## src/rtl/assert_macros.svh

```systemverilog
// Assertion macros shared by the MAC unit and the top level of the IMU frame parser.
`ifndef ASSERT_MACROS_SVH
`define ASSERT_MACROS_SVH
`ifndef SYNTHESIS
// Clocked assertion that is switched off while reset is asserted.
`define IFP_ASSERT(lbl, prop) \
  lbl: assert property (@(posedge clk_i) disable iff (!rst_ni) prop) \
    else $error("%m: assertion failed");
// Clocked assertion that is checked during reset as well.
`define IFP_ASSERT_ALWAYS(lbl, prop) \
  lbl: assert property (@(posedge clk_i) prop) else $error("%m: assertion failed");
`else
`define IFP_ASSERT(lbl, prop)
`define IFP_ASSERT_ALWAYS(lbl, prop)
`endif
`endif

```

## src/rtl/ifp_pkg.sv

```systemverilog
// Shared types and constants of the IMU frame parser and filter.
`default_nettype none
package ifp_pkg;

  localparam int unsigned FrameLen = 11;

  localparam logic [7:0] HdrByte   = 8'h55;
  localparam logic [7:0] TypeAccel = 8'h51;
  localparam logic [7:0] TypeAngle = 8'h53;

  localparam int unsigned SmpW = 20;
  localparam int unsigned OpaW = 21;
  localparam int unsigned OpbW = 24;
  localparam int unsigned AccW = 42;

  // Configuration register indexes.
  localparam logic [2:0] CfgAccelScale  = 3'd0;
  localparam logic [2:0] CfgGyroScale   = 3'd1;
  localparam logic [2:0] CfgAngleScale  = 3'd2;
  localparam logic [2:0] CfgWeightNew   = 3'd3;
  localparam logic [2:0] CfgWeightMid   = 3'd4;
  localparam logic [2:0] CfgWeightOld   = 3'd5;

  localparam logic [23:0] AccelScaleRst = 24'd80281;
  localparam logic [23:0] GyroScaleRst  = 24'd1024000;
  localparam logic [23:0] AngleScaleRst = 24'd92162;
  localparam logic [15:0] WeightNewRst  = 16'd32768;
  localparam logic [15:0] WeightMidRst  = 16'd19661;
  localparam logic [15:0] WeightOldRst  = 16'd13107;

  typedef struct packed {
    logic [7:0]  frame_type;
    logic [15:0] word_a;
    logic [15:0] word_b;
    logic [15:0] word_c;
    logic [15:0] word_d;
  } frame_t;

  typedef struct packed {
    logic mul_en;
    logic acc_load;
    logic acc_add;
  } mac_ctrl_t;

  typedef struct packed {
    logic signed [SmpW-1:0] newer;
    logic signed [SmpW-1:0] older;
  } hist_t;

endpackage
`default_nettype wire

```

## src/rtl/ifp_collect.sv

```systemverilog
// Byte collector that assembles header-aligned frames from the serial link.
`default_nettype none
module ifp_collect
  import ifp_pkg::*;
#(
  parameter int unsigned FRAME_LEN = FrameLen
) (
  input  wire logic       clk_i,
  input  wire logic       rst_ni,
  input  wire logic       accept_i,
  input  wire logic [7:0] byte_i,
  output logic            last_o,
  output frame_t          frame_o
);

  localparam int unsigned CntW = $clog2(FRAME_LEN);

  logic [CntW-1:0] count_q, count_d;
  logic [7:0]      bytes_q [1:FRAME_LEN-2];

  assign last_o = (count_q == CntW'(FRAME_LEN - 1));

  always_comb begin
    count_d = count_q;
    if (accept_i) begin
      if (count_q == '0) begin
        if (byte_i == HdrByte) count_d = CntW'(1);
      end else if (last_o) begin
        count_d = '0;
      end else begin
        count_d = count_q + CntW'(1);
      end
    end
  end

  always_ff @(posedge clk_i or negedge rst_ni) begin
    if (!rst_ni) begin
      count_q <= '0;
    end else begin
      count_q <= count_d;
    end
  end

  // The header is not stored; the checksum byte is never stored.
  always_ff @(posedge clk_i) begin
    if (accept_i && (count_q != '0) && !last_o) begin
      bytes_q[count_q] <= byte_i;
    end
  end

  assign frame_o.frame_type = bytes_q[1];
  assign frame_o.word_a     = {bytes_q[3], bytes_q[2]};
  assign frame_o.word_b     = {bytes_q[5], bytes_q[4]};
  assign frame_o.word_c     = {bytes_q[7], bytes_q[6]};
  assign frame_o.word_d     = {bytes_q[9], bytes_q[8]};

endmodule
`default_nettype wire

```

## src/rtl/ifp_mac.sv

```systemverilog
// Shared multiply-accumulate unit with Q16 rounding and 20-bit saturation.
`default_nettype none
`include "assert_macros.svh"
module ifp_mac
  import ifp_pkg::*;
(
  input  wire logic                   clk_i,
  input  wire logic                   rst_ni,
  input  wire mac_ctrl_t              ctrl_i,
  input  wire logic signed [OpaW-1:0] op_a_i,
  input  wire logic        [OpbW-1:0] op_b_i,
  output logic signed      [SmpW-1:0] result_o
);

  logic signed [OpaW+OpbW:0] prod;
  logic signed [AccW-1:0]    prod_q, acc_q;
  logic signed [AccW:0]      rnd;
  logic signed [AccW-16:0]   shr;

  assign prod = op_a_i * $signed({1'b0, op_b_i});

  always_ff @(posedge clk_i) begin
    if (ctrl_i.mul_en) prod_q <= prod[AccW-1:0];
    if (ctrl_i.acc_load) begin
      acc_q <= prod_q;
    end else if (ctrl_i.acc_add) begin
      acc_q <= acc_q + prod_q;
    end
  end

  // Round half up, then floor by the arithmetic shift.
  assign rnd = {acc_q[AccW-1], acc_q} + (AccW+1)'(32768);
  assign shr = rnd[AccW:16];

  always_comb begin
    if (shr > (AccW-15)'(524287)) begin
      result_o = SmpW'(524287);
    end else if (shr < -(AccW-15)'(524288)) begin
      result_o = SmpW'(-524288);
    end else begin
      result_o = shr[SmpW-1:0];
    end
  end

  // The unit holds no control state; reset is observed only by the checks.
  `IFP_ASSERT(mac_one_acc_op, !(ctrl_i.acc_load && ctrl_i.acc_add))

endmodule
`default_nettype wire

```

## src/rtl/imu_frame_parser_filter_top.sv

```systemverilog
// Top level of the IMU frame parser with a three-tap FIR on the motion channels.
`default_nettype none
`include "assert_macros.svh"
// The block takes one received byte per transaction on the rx channel and
// assembles 11-byte frames that start with header 0x55; any other first byte
// is dropped. The checksum byte completes the frame without being checked,
// and every completed frame produces one transaction on the result channel
// carrying the type byte and four little-endian payload words. For frame
// types 0x51 (acceleration), 0x52 (gyro) and 0x53 (angle) the three axis
// words are scaled by the configured Q8.16 reciprocal and filtered by a
// three-tap FIR whose per-sensor history is cleared at reset; filtered
// values are Q.8 and saturate to 20 bits. Other types give zero filter
// fields and leave the history alone. Header and payload bytes are handled
// as they are taken, and so is the checksum byte of a non-motion frame. The
// checksum byte of a motion frame starts the sequencer, which works through
// the three axes in turn on the single shared multiplier (scale multiply,
// load, round, then three weight multiplies, a load, two accumulates and a
// round); rx_ready_o is low until it returns to idle. A pending result does
// not block payload bytes, only the next checksum byte.
// Configuration writes take effect at the next edge and must be made while
// the block is idle.
module imu_frame_parser_filter_top
  import ifp_pkg::*;
#(
  parameter int unsigned FRAME_LEN = FrameLen
) (
  input  wire logic              clk_i,
  input  wire logic              rst_ni,
  input  wire logic              rx_valid_i,
  output logic                   rx_ready_o,
  input  wire logic [7:0]        rx_byte_i,
  output logic                   res_valid_o,
  input  wire logic              res_ready_i,
  output logic [7:0]             frame_type_o,
  output logic [15:0]            word_a_o,
  output logic [15:0]            word_b_o,
  output logic [15:0]            word_c_o,
  output logic [15:0]            word_d_o,
  output logic                   filtered_valid_o,
  output logic signed [SmpW-1:0] filtered_x_o,
  output logic signed [SmpW-1:0] filtered_y_o,
  output logic signed [SmpW-1:0] filtered_z_o,
  input  wire logic              cfg_we_i,
  input  wire logic [2:0]        cfg_index_i,
  input  wire logic [23:0]       cfg_data_i
);

  typedef enum logic [8:0] {
    S_IDLE    = 9'b000000001,
    S_SCL_MUL = 9'b000000010,
    S_SCL_ACC = 9'b000000100,
    S_SCL_RND = 9'b000001000,
    S_FIR_N   = 9'b000010000,
    S_FIR_M   = 9'b000100000,
    S_FIR_O   = 9'b001000000,
    S_FIR_ACC = 9'b010000000,
    S_FIR_RND = 9'b100000000
  } state_e;

  // Configuration registers.
  logic [23:0] accel_scale_q, gyro_scale_q, angle_scale_q;
  logic [15:0] weight_new_q, weight_mid_q, weight_old_q;

  always_ff @(posedge clk_i or negedge rst_ni) begin
    if (!rst_ni) begin
      accel_scale_q <= AccelScaleRst;
      gyro_scale_q  <= GyroScaleRst;
      angle_scale_q <= AngleScaleRst;
      weight_new_q  <= WeightNewRst;
      weight_mid_q  <= WeightMidRst;
      weight_old_q  <= WeightOldRst;
    end else if (cfg_we_i) begin
      case (cfg_index_i)
        CfgAccelScale: accel_scale_q <= cfg_data_i;
        CfgGyroScale:  gyro_scale_q  <= cfg_data_i;
        CfgAngleScale: angle_scale_q <= cfg_data_i;
        CfgWeightNew:  weight_new_q  <= cfg_data_i[15:0];
        CfgWeightMid:  weight_mid_q  <= cfg_data_i[15:0];
        CfgWeightOld:  weight_old_q  <= cfg_data_i[15:0];
        default: ;
      endcase
    end
  end

  // Frame collection.
  state_e state_q, state_d;
  logic   rx_accept, coll_last, frame_done, motion;
  frame_t frame;

  // The checksum byte needs a free output register, earlier bytes do not.
  assign rx_ready_o = (state_q == S_IDLE) && (!coll_last || !res_valid_o || res_ready_i);
  assign rx_accept  = rx_valid_i && rx_ready_o;
  assign frame_done = rx_accept && coll_last;

  ifp_collect #(
    .FRAME_LEN(FRAME_LEN)
  ) u_collect (
    .clk_i   (clk_i),
    .rst_ni  (rst_ni),
    .accept_i(rx_accept),
    .byte_i  (rx_byte_i),
    .last_o  (coll_last),
    .frame_o (frame)
  );

  assign motion = (frame.frame_type >= TypeAccel) && (frame.frame_type <= TypeAngle);

  // Sequencer state.
  logic [1:0]            sensor_q, sensor_d, axis_q, axis_d;
  logic signed [SmpW-1:0] s0_q, fx_q, fy_q;
  logic signed [SmpW-1:0] mac_res;
  logic [3:0]            hist_idx;
  hist_t                 hist_q [9];
  hist_t                 hist_rd;
  logic [23:0]           scale;
  logic [15:0]           raw_word;
  mac_ctrl_t             mac_ctrl;
  logic signed [OpaW-1:0] op_a;
  logic [OpbW-1:0]       op_b;
  logic                  finish;

  assign hist_idx = {1'b0, sensor_q, 1'b0} + {2'b00, sensor_q} + {2'b00, axis_q};
  assign hist_rd  = hist_q[hist_idx];

  always_comb begin
    case (sensor_q)
      2'd0:    scale = accel_scale_q;
      2'd1:    scale = gyro_scale_q;
      default: scale = angle_scale_q;
    endcase
    case (axis_q)
      2'd0:    raw_word = frame.word_a;
      2'd1:    raw_word = frame.word_b;
      default: raw_word = frame.word_c;
    endcase
  end

  always_comb begin
    state_d  = state_q;
    sensor_d = sensor_q;
    axis_d   = axis_q;
    mac_ctrl = '0;
    op_a     = '0;
    op_b     = '0;
    finish   = 1'b0;
    case (state_q)
      S_IDLE: begin
        if (frame_done) begin
          if (motion) begin
            sensor_d = 2'(frame.frame_type - TypeAccel);
            axis_d   = 2'd0;
            state_d  = S_SCL_MUL;
          end else begin
            finish = 1'b1;
          end
        end
      end
      S_SCL_MUL: begin
        mac_ctrl.mul_en = 1'b1;
        op_a            = OpaW'($signed(raw_word));
        op_b            = scale;
        state_d         = S_SCL_ACC;
      end
      S_SCL_ACC: begin
        mac_ctrl.acc_load = 1'b1;
        state_d           = S_SCL_RND;
      end
      S_SCL_RND: state_d = S_FIR_N;
      S_FIR_N: begin
        mac_ctrl.mul_en = 1'b1;
        op_a            = OpaW'(s0_q);
        op_b            = {8'd0, weight_new_q};
        state_d         = S_FIR_M;
      end
      S_FIR_M: begin
        mac_ctrl.mul_en   = 1'b1;
        mac_ctrl.acc_load = 1'b1;
        op_a              = OpaW'(hist_rd.newer);
        op_b              = {8'd0, weight_mid_q};
        state_d           = S_FIR_O;
      end
      S_FIR_O: begin
        mac_ctrl.mul_en  = 1'b1;
        mac_ctrl.acc_add = 1'b1;
        op_a             = OpaW'(hist_rd.older);
        op_b             = {8'd0, weight_old_q};
        state_d          = S_FIR_ACC;
      end
      S_FIR_ACC: begin
        mac_ctrl.acc_add = 1'b1;
        state_d          = S_FIR_RND;
      end
      S_FIR_RND: begin
        if (axis_q == 2'd2) begin
          finish  = 1'b1;
          state_d = S_IDLE;
        end else begin
          axis_d  = axis_q + 2'd1;
          state_d = S_SCL_MUL;
        end
      end
      default: state_d = S_IDLE;
    endcase
  end

  ifp_mac u_mac (
    .clk_i   (clk_i),
    .rst_ni  (rst_ni),
    .ctrl_i  (mac_ctrl),
    .op_a_i  (op_a),
    .op_b_i  (op_b),
    .result_o(mac_res)
  );

  always_ff @(posedge clk_i or negedge rst_ni) begin
    if (!rst_ni) begin
      state_q  <= S_IDLE;
      sensor_q <= 2'd0;
      axis_q   <= 2'd0;
    end else begin
      state_q  <= state_d;
      sensor_q <= sensor_d;
      axis_q   <= axis_d;
    end
  end

  // History: the newer tap takes the new scaled sample, the older tap the old newer one.
  always_ff @(posedge clk_i or negedge rst_ni) begin
    if (!rst_ni) begin
      for (int i = 0; i < 9; i++) hist_q[i] <= '0;
    end else if (state_q == S_FIR_RND) begin
      hist_q[hist_idx] <= '{newer: s0_q, older: hist_rd.newer};
    end
  end

  always_ff @(posedge clk_i) begin
    if (state_q == S_SCL_RND) s0_q <= mac_res;
    if (state_q == S_FIR_RND && axis_q == 2'd0) fx_q <= mac_res;
    if (state_q == S_FIR_RND && axis_q == 2'd1) fy_q <= mac_res;
  end

  // Output register.
  logic res_valid_q;
  assign res_valid_o = res_valid_q;

  always_ff @(posedge clk_i or negedge rst_ni) begin
    if (!rst_ni) begin
      res_valid_q <= 1'b0;
    end else if (finish) begin
      res_valid_q <= 1'b1;
    end else if (res_ready_i) begin
      res_valid_q <= 1'b0;
    end
  end

  always_ff @(posedge clk_i) begin
    if (finish) begin
      frame_type_o     <= frame.frame_type;
      word_a_o         <= frame.word_a;
      word_b_o         <= frame.word_b;
      word_c_o         <= frame.word_c;
      word_d_o         <= frame.word_d;
      filtered_valid_o <= (state_q == S_FIR_RND);
      filtered_x_o     <= (state_q == S_FIR_RND) ? fx_q : '0;
      filtered_y_o     <= (state_q == S_FIR_RND) ? fy_q : '0;
      filtered_z_o     <= (state_q == S_FIR_RND) ? mac_res : '0;
    end
  end

  // A motion frame only starts when the output register is free, so nothing
  // is pending by the time its result is written.
  `IFP_ASSERT(no_result_overwrite, (state_q == S_FIR_RND) |-> !res_valid_q)
  `IFP_ASSERT(busy_not_ready, (state_q != S_IDLE) |-> !rx_ready_o)
  `IFP_ASSERT(unfiltered_zero,
    (res_valid_o && !filtered_valid_o) |->
    (filtered_x_o == '0 && filtered_y_o == '0 && filtered_z_o == '0))
  `IFP_ASSERT(axis_in_range, (state_q != S_IDLE) |-> (axis_q != 2'd3 && sensor_q != 2'd3))

endmodule
`default_nettype wire

```

## config.mk

```make
export PLATFORM = sky130hd
export DESIGN_NAME = imu_frame_parser_filter_top
export DESIGN_NICKNAME = d
export VERILOG_FILES = /design/src/rtl/ifp_pkg.sv /design/src/rtl/ifp_collect.sv /design/src/rtl/ifp_mac.sv /design/src/rtl/imu_frame_parser_filter_top.sv
export VERILOG_INCLUDE_DIRS = /design/src /design/src/rtl
export SDC_FILE = /design/constraint.sdc
export NUM_CORES = 2
export LEC_CHECK = 0
export BUFFER_PORTS_ARGS = -buffer_cell sky130_fd_sc_hd__buf_2
export CAP_MARGIN = 20
export CORE_MARGIN = 2
export CORE_UTILIZATION = 25
export DETAILED_ROUTE_END_ITERATION = 10
export GPL_ROUTABILITY_DRIVEN = 1
export HOLD_SLACK_MARGIN = 0.03
export MAX_ROUTING_LAYER = met4
export SLEW_MARGIN = 30
export SYNTH_ARGS = -nofsm -noshare
export SYNTH_HDL_FRONTEND = slang
export SYNTH_SLANG_ARGS = --single-unit
```

## constraint.sdc

```tcl
create_clock -name clk_i -period 13.77 [get_ports clk_i]
set_clock_uncertainty 0.05 [all_clocks]
set_input_delay 0.6885 -clock clk_i [delete_from_list [all_inputs] [get_ports clk_i]]
set_output_delay 0.6885 -clock clk_i [all_outputs]
set_load 0.02 [all_outputs]
```

# ---- After elaboration in Yosys (flattened, before gate mapping)
# Memories as Yosys holds them, arrays and structs flattened. A register that Yosys moved wholly into a read port is not among the register bits.
# Index checks and enable logic that the tools add are counted.
dict set report word_totals {
  wordCells 151
  input_bits 40
  n_memories 1
  regBits 759
  out_inout_bits 135
  ram_bits 72
}
# memory words width rd rd_clocked_by_memory_dff write_ports line
set memory_table {}
lappend memory_table {u_collect.bytes_q 9 8 9 2 1 ifp_collect.sv:19} ;# logic [7:0] bytes_q [1:FRAME_LEN-2];
dict set report classes {
  n_reduce_logical 34
  addsub 7
  n_bitwise 1
  magnitude_cmp 6
  n_mul 1
  n_eq_ne 23
  mux 36
}
# cell count
set op_table {}
lappend op_table {{$bwmux 360} 1}
lappend op_table {{$bmux 40 s4} 1}
lappend op_table {{$demux 40 s4} 1}
lappend op_table {{$mux 40} 3}
lappend op_table {{$pmux 24 s4} 1}
lappend op_table {{$mux 42} 2}
lappend op_table {{$pmux 21 s4} 1}
lappend op_table {{$pmux 9 s9} 1}
lappend op_table {{$pmux 24 s2} 1}
lappend op_table {{$add 42x17->43 const B} 1}
lappend op_table {{$add 42x42->42} 1}
lappend op_table {{$mul 21x25->42} 1}
lappend op_table {{$mux 20} 2}
lappend op_table {{$pmux 16 s2} 1}
lappend op_table {{$gt 27x20->1 const B} 1}
lappend op_table {{$lt 27x20->1 const B} 1}
lappend op_table {{$mux 9} 2}
lappend op_table {{$reduce_and 2->1} 8}
lappend op_table {{$mux 4} 3}
lappend op_table {{$mux 1} 10}
lappend op_table {{$eq 9x1->1 const B} 1}
lappend op_table {{$eq 9x2->1 const B} 1}
lappend op_table {{$eq 9x3->1 const B} 1}
lappend op_table {{$eq 9x4->1 const B} 1}
lappend op_table {{other kinds (38)} 61}

# ---- Logic depth before layout (Yosys ltp)
dict set report logic_depth {
  word_depth 10
  mapped_depth 40
  mapped_depth_nobuf 36
}

# ---- By module
# A second synthesis with hierarchy kept.
dict set report unflattened {
  cells_unflattened 4806
  hier_area_um2 53993.0
}
# mod instances cells_per_inst seq_area_each_um2 area_per_inst_um2
set modules_own_cells {}
lappend modules_own_cells {imu_frame_parser_filter_top 1 2169 18205.0 29183.0}
lappend modules_own_cells {ifp_mac 1 2524 2522.4 22332.7}
lappend modules_own_cells {ifp_collect 1 113 2262.2 2477.4}

# ---- Least setup slack after synthesis
# OpenSTA, ideal clock, no wires.
dict set report synth_path {
  path_type {register -> register}
  start {register sensor_q[1]}
  end {register u_mac.prod_q[40] (data pin)}
  path_buffers 3
  path_stages_with_launch 36
  t_required_ns 13.465
  period_less_slack_ns 9.612
  arrival_time_ns 9.307
  setup_ns 0.255
  setup_slack_ns 4.158
  cell_sequence {dfrtp_1 > inv_1 > fa_1 > inv_1 > ha_1 > inv_1 > fa_1 > buf_2 > clkbuf_1 > mux2_2 > a22oi_1 > nand2b_1 > and3_1 > buf_2 > nor2_1 > fa_1 > inv_1 > fa_1 > fa_1 > inv_1 > fa_1 > fa_1 > fa_1 > inv_1 > fa_1 > inv_1 > ha_1 > a21o_1 > a21o_1 > a21oi_1 > o21ai_0 > a21o_1 > o2111ai_1 > a211oi_1 > or4b_1 > and3_1}
}
dict set report synth_via {
  elab_chain_len 8
  word_cells_on_any_way 12
  classes_between {add/sub (2); mul (1); eq/ne (1); mux (6); bitwise (1); reduce/logical (1)}
}
# item line
set synth_lines {}
lappend synth_lines {{start: declaration} imu_frame_parser_filter_top.sv:109} ;# logic [1:0] sensor_q, sensor_d, axis_q, axis_d;
lappend synth_lines {{start signal: assignment} imu_frame_parser_filter_top.sv:222} ;# sensor_q <= sensor_d;
lappend synth_lines {{$add 3x2->4} imu_frame_parser_filter_top.sv:122} ;# assign hist_idx = {1'b0, sensor_q, 1'b0} + {2'b00, sensor_q} + {2'b00, axis_q};
lappend synth_lines {{$add 4x2->4} imu_frame_parser_filter_top.sv:122}
lappend synth_lines {{$not 4->5 (not written as such)} imu_frame_parser_filter_top.sv:123} ;# assign hist_rd = hist_q[hist_idx];
lappend synth_lines {{$bmux 40 s4} imu_frame_parser_filter_top.sv:123}
lappend synth_lines {{$mux 40 (not written as such) (2 in series)} imu_frame_parser_filter_top.sv:123}
lappend synth_lines {{$pmux 21 s4} imu_frame_parser_filter_top.sv:146} ;# case (state_q)
lappend synth_lines {{$mul 21x25->42 (*)} ifp_mac.sv:20} ;# assign prod = op_a_i * $signed({1'b0, op_b_i});
lappend synth_lines {{net u_mac.prod[40]} ifp_mac.sv:15} ;# logic signed [OpaW+OpbW:0] prod;
lappend synth_lines {{end signal: assignment} ifp_mac.sv:23} ;# if (ctrl_i.mul_en) prod_q <= prod[AccW-1:0];
lappend synth_lines {{end: declaration} ifp_mac.sv:16} ;# logic signed [AccW-1:0] prod_q, acc_q;
# Mark *: on every way through the listed nets, which the timed path passes. The rest lies on a longest branch. The select of a mux whose other input is x is not followed.
# A chain may end at the register's enable or synchronous reset.

# ---- Worst setup path in the final report
dict set report layout_path {
  start {register sensor_q[0]}
  end {register u_mac.prod_q[41] (data pin)}
}
# Same word-level chain as after synthesis.

==> reports/results.tsv <==
metric	value	unit
status	finished, final reports clean	
startpoint	sensor_q[0]	
drtIter0Drc	3073	
die_area	0.2171	mm^2
ant_nets	0	
hp-class	in2reg	
critPathCaptureType	flop	
worstHoldStart	cfg_data_i[16]	
max_slew_margin	30.16	%
cpPeakStageDelay	0.89	ns
finalSetupTns	0	ns
nets	5456	
cts_sinks	847	
grtUsageTotal	14.62	%
drc	0	
reg2reg_slack	2.25	ns
slowest_stage	fa_2	
peakVddDrop	92.60	uV
ys_types	89	
slew_viol_final	0	
ys_seq_area_share	43.09	%
p_per_area	96.53	mW/mm^2
finalCritPeriodShare	83.67	%
die_h	465.9	um
dr.pass1.iters	6	
row_count	169	
io_pins	175	
cts_buffers	89	
grt_max_degree	176	
vias	36280	
post_drt_wl_per_cell	20.16	um
clk_pin_slew_worst_paths	0.06	ns
root_buffer	clkbuf_16	
cts_setup_buffers	0	
grt_overflow	0	
vias_per_cell	4.709	
worstReg2RegStart	sensor_q[0]	
ys.flop_type	dfrtp_1	
yosysWarnings	0	
cts_tree	done	
gp_congestion	0.9226	
grt_pass1_wl	235400	um
place_ws	2.338	ns
postLayoutSetupSlackWorst	2.249	ns
setup_viol	0	
initial_core_util	25.15	%
rsz0062_at_grt	no	
cts_buffer_depth	3	
place.port_buffers	174	
worstPathArrival	11.92	ns
cp.required	14.17	ns
path_max_fanout	19	
tightestPinTransition	1.045	ns
die_w	465.9	um
core	0.2121	mm^2
syn_area	0.05335	mm^2
synth.avg_cell_area	11.38	um^2
areaGrowthSynthToFinish	13.79	%
multiInputGateArea	0.02731	mm^2
start_kind	flop	
finalCriticalPeriod	11.52	ns
dp_hpwl	111300	um
ys_seq_elements	847	
seqCellArea	0.02299	mm^2
synth_edf_count	349	
grt_pass1_vias	37440	
timing.fmax	86.80	MHz
p_leak	26.59	nW
antenna_found_initial	17	
ctsHtreeMaxLevel	3	
hold_viol	0	
totalWireLength	155300	um
insertion_delay	0.72	ns
drv_cap	0	
synth-async-reset-ratio	58.80	%
path_class	reg2reg	
drive_above_1_share	19.52	%
fillers	21750	
syn_nets	5351	
syn-instance-count	4687	
==> final timing paths <==
| check | endpoint | cells after the start |
|---|---|---|
| setup / recovery | u_mac.prod_q[41] | 36 |
| hold / removal | gyro_scale_q[16] | 2 |
| setup reg to reg | u_mac.prod_q[41] | 36 |
| hold reg to reg | word_d_o[1] | 0 |
| max in group asynchronous | hist_q[226] | 5 |
| min in group asynchronous | angle_scale_q[19] | 2 |
==> state kept, by name, indices dropped and copies added, names as in the netlist, 24 cells and up <==
| register | count |
|---|---|
| u_mac.prod_q | 42 |
| angle_scale_q | 24 |
| u_collect.bytes_q | 72 |
| hist_q | 360 |
| u_mac.acc_q | 42 |
| gyro_scale_q | 24 |
| accel_scale_q | 24 |
==> report_power, final <==
part	leakage [nW]	internal [mW]	total [mW]	switching, mW
registers	9.65	2.82	2.91	0.0946
logic	15.5	0.183	0.445	0.262
clock network	1.49	1.42	2.50	1.09
total	26.6	4.42	5.86	1.44
==> routing by layer <==
| metal | wire length, um | GRT usage (%) |
|---|---|---|
| met1 | 70090 | 20.12 |
| met2 | 68100 | 21.56 |
| met5 | 0 | - |
| met3 | 12250 | 2.838 |
| met4 | 4828 | 4.683 |
==> synth_stat cells (57+ instances only) <==
cell | count | area, um^2
nand2_1 | 735 | 2759
inv_1 | 559 | 2098
dfrtp_1 | 460 | 11510
fa_1 | 418 | 8368
edfxtp_1 | 349 | 10480
mux2_2 | 343 | 3862
o21ai_0 | 288 | 1441
ha_1 | 206 | 2577
nor2_1 | 177 | 664.4
clkbuf_1 | 139 | 521.8
a21oi_1 | 123 | 615.6
mux4_2 | 68 | 1531
and2_1 | 63 | 394.1
xnor2_1 | 57 | 499.2
==> cells in the final DEF, fill, tap and decap left out, drive strengths merged, types with 7 or more instances in the layout <==
cell type and n:
a211oi 11, a21o 51, a21oi 123, a22o 29, a22oi 58, a31oi 15
and2 63, and3 27, and4 16, buf 269, clkbuf 126, clkinv 29
dfrtp 460, dfstp 38, diode 15, edfxtp 349, fa 418, ha 206
inv 565, mux2 344, mux4 80, nand2 735, nand2b 29, nand3 49
nand4 23, nor2 177, nor2b 12, nor3 19, nor3b 8, nor4 11
o211ai 12, o21a 7, o21ai 301, o21bai 15, or2 10, xnor2 57
xor2 40
==> worst max-delay path, delay by kind of cell (launching register included) <==
| kind | cells | cell delay (ns) |
|---|---|---|
| buf+inv | 10 | 1.17 |
| simple gates | 9 | 2.62 |
| xor+xnor | 1 | 0.09 |
| flops | 1 | 0.44 |
| fa+ha+maj | 11 | 5.44 |
| compound gates | 5 | 1.42 |
==> final cells by class <==
class | count | share of cell area, %
multi-input cells | 3021 | 44.99
flip-flops and latches | 847 | 37.87
well taps | 2821 | 5.814
clock buffers | 125 | 4.231
inverters | 562 | 3.479
repair buffers | 271 | 2.754
clock inverters | 41 | 0.7935
diodes | 15 | 0.06183
==> stage by stage <==
step                      hold WS [ns]  power (mW)  util, %  cells  area [um^2]
after floorplan                 0.3429       3.211        -   4687        53350
after global placement          0.3516       3.382    27.10   7512        57470
after detailed placement        0.3561       3.406    27.13   7516        57540
after CTS                       0.1592       5.913    28.57   7683        60600
after global routing            0.1806       6.065    28.62   7702        60700
final                           0.2008       5.860    28.62   7703        60700
==> kinds of logic (layout without fill, tap and decap cells) <==
logic type                 Yosys count  after routing  share of synthesized area (%)
buffers and inverters              819            999                          6.147
adders and majority gates          624            624                          20.52
xor gates and xnor gates            97             97                          1.592
AOI/OAI and AO/OA                  668            668                          7.824
and+or+nand+nor                   1204           1204                          10.03
other                                0             15                              0
DFF                                847            847                          43.09
muxes                              428            428                          10.80
==> repair_timing <==
item	CTS	global route
hold buffers	1	0
resized for setup	0	0
endpoints found under the hold margin	33	0
Note: power is estimated with default switching activity, not from simulation.
